--- config.mk ---
export PLATFORM = sky130hd
export DESIGN_NAME = tbe_queue
export DESIGN_NICKNAME = d
export VERILOG_FILES = /design/src/triggered_breakpoint_envelope_defines.svh /design/src/tbe_pkg.sv /design/src/tbe_queue.sv
export SDC_FILE = /design/constraint.sdc
export NUM_CORES = 1
export LEC_CHECK = 0
export BUFFER_PORTS_ARGS = -buffer_cell sky130_fd_sc_hd__buf_2
export CORE_AREA = 10 10 175 177
export CTS_BUF_LIST = sky130_fd_sc_hd__clkbuf_16
export CTS_CLUSTER_SIZE = 8
export DETAILED_ROUTE_END_ITERATION = 7
export DIE_AREA = 0 0 185 187
export PLACE_DENSITY = 0.61
export SLEW_MARGIN = 5
export SYNTH_ARGS = -nofsm -noshare
export SYNTH_HDL_FRONTEND = slang
export SYNTH_SLANG_ARGS = --single-unit
--- constraint.sdc ---
create_clock -name clock -period 6.8 [get_ports clock]
set_input_delay 1.02 -clock clock [delete_from_list [all_inputs] [get_ports clock]]
set_output_delay 1.02 -clock clock [all_outputs]
set_load 0.02 [all_outputs]
--- src/triggered_breakpoint_envelope_defines.svh ---
// assertion macros for the triggered breakpoint envelope
// clocked on clock, disabled while reset is high
`ifndef TRIGGERED_BREAKPOINT_ENVELOPE_DEFINES_SVH
`define TRIGGERED_BREAKPOINT_ENVELOPE_DEFINES_SVH

// condition holds at every edge out of reset
`define TBE_ASSERT_ALWAYS(label, cond, msg) \
   label: assert property (@(posedge clock) disable iff (reset) (cond)) else $error(msg);

// antecedent implies consequent in the same cycle
`define TBE_ASSERT_IMPLIES(label, ante, cons, msg) \
   label: assert property (@(posedge clock) disable iff (reset) (ante) |-> (cons)) \
      else $error(msg);

`endif

--- src/tbe_pkg.sv ---
// types, constants and helpers shared by the breakpoint envelope modules
// no dependencies
package tbe_pkg;

   localparam int MAX_POINTS       = 32;
   localparam int IDX_W            = $clog2(MAX_POINTS);
   localparam int SEG_W            = 5;
   localparam int ENTRY_W          = 5;
   localparam int LEVEL_W          = 32;
   localparam int LEN_W            = 32;
   localparam int STEP_W           = 32;
   localparam int FACTOR_FRAC_BITS = 24;
   localparam int PROD_W           = LEVEL_W + STEP_W;
   localparam int QUEUE_DEPTH      = 2;
   localparam int QPTR_W           = (QUEUE_DEPTH > 1) ? $clog2(QUEUE_DEPTH) : 1;
   localparam int QCNT_W           = $clog2(QUEUE_DEPTH + 1);
   localparam int CSR_INDEX_W      = 2;
   localparam int CSR_DATA_W       = 5;

   localparam logic [CSR_INDEX_W-1:0] REG_EXP_MODE  = CSR_INDEX_W'(0);
   localparam logic [CSR_INDEX_W-1:0] REG_SEG_COUNT = CSR_INDEX_W'(1);

   localparam logic             ACTION_LOAD = 1'b0;
   localparam logic             ACTION_TICK = 1'b1;

   localparam logic [IDX_W-1:0] LAST_SEG  = IDX_W'(MAX_POINTS - 1);
   localparam logic [IDX_W-1:0] HEAD_ADDR = '0;

   typedef enum logic [2:0] {
      CMD_NOP,
      CMD_LOAD,
      CMD_LOAD_HEAD,
      CMD_TICK,
      CMD_RESTART
   } cmd_kind_type;

   typedef struct packed {
      cmd_kind_type      kind;
      logic [IDX_W-1:0]  addr;
      logic [LEVEL_W-1:0] point;
      logic [LEN_W-1:0]  length;
      logic [STEP_W-1:0] step;
   } cmd_type;

   typedef struct packed {
      logic [LEVEL_W-1:0] point;
      logic [LEN_W-1:0]   length;
      logic [STEP_W-1:0]  step;
   } row_type;

   typedef struct packed {
      logic             exp_mode;
      logic [SEG_W-1:0] seg_count;
   } cfg_type;

   typedef struct packed {
      logic full;
      logic empty;
   } queue_status_type;

   typedef struct packed {
      logic pop;
      logic result_load;
   } back_status_type;

   typedef enum logic [3:0] {
      ST_IDLE,
      ST_EXEC,
      ST_RST_APPLY,
      ST_CHECK,
      ST_SKIP_APPLY,
      ST_STEP,
      ST_ROUND,
      ST_STEP_END,
      ST_SNAP,
      ST_RESULT
   } back_state_type;

endpackage

--- src/tbe_queue.sv ---
// short command queue between front and back ends
// depends on tbe_pkg
module tbe_queue
   import tbe_pkg::*;
(
   input  logic             clock,
   input  logic             reset,
   input  logic             q_push,
   input  cmd_type          q_cmd_in,
   input  logic             q_pop,
   output cmd_type          q_cmd_out,
   output queue_status_type q_status
);

   cmd_type             entries_ff [QUEUE_DEPTH];
   logic [QPTR_W-1:0]   wr_ptr_ff, wr_ptr_in;
   logic [QPTR_W-1:0]   rd_ptr_ff, rd_ptr_in;
   logic [QCNT_W-1:0]   count_ff, count_in;
   logic                do_push, do_pop;

   assign q_status.full  = count_ff == QCNT_W'(QUEUE_DEPTH);
   assign q_status.empty = count_ff == '0;
   assign do_push        = q_push && !q_status.full;
   assign do_pop         = q_pop && !q_status.empty;
   assign q_cmd_out      = entries_ff[rd_ptr_ff];

   always_comb begin
      wr_ptr_in = wr_ptr_ff;
      rd_ptr_in = rd_ptr_ff;
      count_in  = count_ff;
      if (do_push) begin
         wr_ptr_in = (32'(wr_ptr_ff) == QUEUE_DEPTH - 1) ? '0 : wr_ptr_ff + 1'b1;
      end
      if (do_pop) begin
         rd_ptr_in = (32'(rd_ptr_ff) == QUEUE_DEPTH - 1) ? '0 : rd_ptr_ff + 1'b1;
      end
      if (do_push && !do_pop) begin
         count_in = count_ff + 1'b1;
      end else if (do_pop && !do_push) begin
         count_in = count_ff - 1'b1;
      end
   end

   always_ff @(posedge clock) begin
      if (reset) begin
         wr_ptr_ff <= '0;
         rd_ptr_ff <= '0;
         count_ff  <= '0;
      end else begin
         wr_ptr_ff <= wr_ptr_in;
         rd_ptr_ff <= rd_ptr_in;
         count_ff  <= count_in;
      end
   end

   always_ff @(posedge clock) begin
      if (do_push) begin
         entries_ff[wr_ptr_ff] <= q_cmd_in;
      end
   end

endmodule

==> flow_summary.yaml <==
cts:
  cts_inserted_buffers: 30
  cts_tree: "yes"
  clockBufferDepth: 3
  cts_setup_buffers: 0
  clockRootBuffer: "clkbuf_16"
  ctsResizeCount: 0
  clock_latency_ns: 0.53
  cts_sinks: 213
  clk_pin_slew_ns: 0.05
  htree_levels: 1
  cts_hold_buffers: 0
worst_setup_path:
  worstPathRequired_ns: 5.78
  reg2reg_depth: 4
  path_cells: "buf_4 > mux2_2 > buf_2"
  r2r-start: "count_ff[0]"
  r2r-end: "entries_ff[0][45]"
  critPathTopFamily: "buffers and inverters"
  crit_path_end_kind: "primary output"
  cpPeakStageDelay_ns: 0.89
  rrSetupSlack_ns: 4.15
  critPathBufInv: 2
  critPathKind: "reg2out"
  arrival_ns: 2.94
  crit_fanout: 69
  cpMaxStageDelayCell: "buf_4"
  start_kind: "flip-flop"
drt:
  drt_iter0_drc: 140
  drt_pass1_iterations: 4
  via_per_inst: 4.23
  totalWireLength_um: 17400
  wl_per_cell_um: 18.5
  vias: 3992
  drc: 0
  postRouteAntennaNets: 0
layout:
  drive_gt1_share_pct: 59.5
  finalNonFillerCells: 944
  most-common-layout-cells: "213 x buf_2, 208 x edfxtp_1, 60 x mux2_4"
  register_area_um2: 6350
  final_nets: 694
  syn_to_final_growth_pct: 28.2
  n_antenna_cell: 0
  fill_cells: 2585
  multi_input_area_um2: 1510
  final_common_cell: "buf_2"
grt:
  overflow: 0
  antenna_found_initial: 2
  grt_pass1_wl_um: 26000
  grt_usage_pct: 9.61
  first_global_vias: 4486
  grt_start_max_net_pins: 70
sta:
  finalHoldViolCount: 0
  period_share_pct: 58.3
  tightest_slew_ns: 1.14
  finalMaxSlewViolations: 0
  rsz0062_at_grt: "no"
  maxSlewHeadroom_pct: 23.8
  min_period_ns: 3.96
  setup_slack_ns: 2.84
  finalSetupTns_ns: 0
  max_freq_mhz: 252
  clock_skew_ns: 0.0116
  setup_viol: 0
die:
  fp-row-count: 61
  start_util_pct: 29.2
  die_w_um: 185
  die_area_um2: 34600
  fp.dieH_um: 187
  design.core.area_um2: 27300
  ios: 214
logic_synthesis:
  synth_cells: 349
  synth.avg_cell_area_um2: 22.8
  synth-warning-count: 0
  synth_cell_types: 16
  syn_nets: 458
  netlist_area_um2: 7970
  synth-seq-cells: 213
  ys_seq_area_share_pct: 79.6
placed_design:
  dp_cells: 899
  dp_hpwl_um: 11600
  dp_slack_ns: 3.31
  gp_congestion: 0.697
  io_buffers: 213
power_and_ir_drop:
  power_mw: 4.13
  peakVddDrop_uv: 191
  total_leakage_power_nw: 3.94
  p_per_area_nw_per_um2: 404
worst_hold_path:
  min_to: "wr_ptr_ff"
  min_path_cells: 2
  min_path_type: "reg2reg"
  hp-start: "wr_ptr_ff"
job:
  maxCapViolCount: 0
run_status:
  status: "finished, final reports clean"
cell families (layout without fill, tap and decap cells):
family | after synthesis | in the layout | share of synthesized area, %
xor gates and xnor gates | 3 | 3 | 0.330
DFF | 213 | 213 | 79.6
buffers and inverters | 14 | 263 | 1.52
and+or+nand+nor | 9 | 9 | 0.581
AOI/OAI and AO/OA | 5 | 5 | 0.314
muxes | 104 | 104 | 17.5
adders and majority gates | 1 | 1 | 0.157
synthesized netlist by cell type, drive strengths merged:
cell	count	area [um2]
nor2b	1	8.76
o21ai	3	15.0
ha	1	12.5
or3	2	12.5
buf	12	114
a21oi	2	10.0
mux2	104	1400
xor2	3	26.3
dfxtp	5	100
and2	1	6.26
nor2	5	18.8
edfxtp	208	6250
inv	2	7.51
where the power goes:
part / internal (mW) / switching, mW / leakage [nW] / total [mW]
sequential: 1.66 / 0.0813 / 1.98 / 1.74
clock: 0.796 / 0.496 / 0.455 / 1.29
combinational: 0.465 / 0.633 / 1.50 / 1.10
flip-flops by register name (all words and copies together), names as in the netlist, named ones only:
register    count
rd_ptr_ff       1
wr_ptr_ff       1
count_ff        2
entries_ff    208
tightest hold or removal path: cells and delay by family, from the launching register on:
family          cells  cell delay, ns
flops               1            0.31
compound gates      2            0.13
metrics by stage:
| step | instance area (um2) | hold WS, ns | util (%) |
|---|---|---|---|
| after floorplan | 7970 | 0.452 | - |
| after global placement | 9390 | 0.471 | 34.4 |
| after detailed placement | 9390 | 0.483 | 34.4 |
| after CTS | 10200 | 0.490 | 37.4 |
| after global routing | 10200 | 0.544 | 37.4 |
| final | 10200 | 0.491 | 37.4 |
worst max-delay path by stage:
stage / startpoint / to / slack (ns) / cells after the start
floorplan: q_push / entries_ff[1][0] / 2.71 / 3
global placement: flip-flop / q_cmd_out[94] / 3.32 / 3
detailed placement: flip-flop / q_cmd_out[18] / 3.31 / 3
CTS: flip-flop / q_cmd_out[18] / 2.74 / 3
global route: flip-flop / q_cmd_out[16] / 2.65 / 3
finish: flip-flop / q_cmd_out[92] / 2.84 / 3
area by class of cell:
class / instances / area share (%)
timing repair buffer: 216 / 10.7
inverter: 2 / 0.0979
multi-input combinational: 122 / 14.8
clock buffer: 31 / 7.59
clock inverter: 14 / 0.526
tap: 346 / 4.24
sequential: 213 / 62.1
routing by layer:
metal / share of wire, % / vias up / track usage (%)
li1: - / 1849 / -
met1: 41 / 1946 / 11.2
met2: 48 / 162 / 16.1
met3: 9.1 / 33 / 3.71
met4: 2.0 / 2 / 2.72
met5: 0.10 / - / 0
Note: power is estimated with default switching activity, not from simulation.
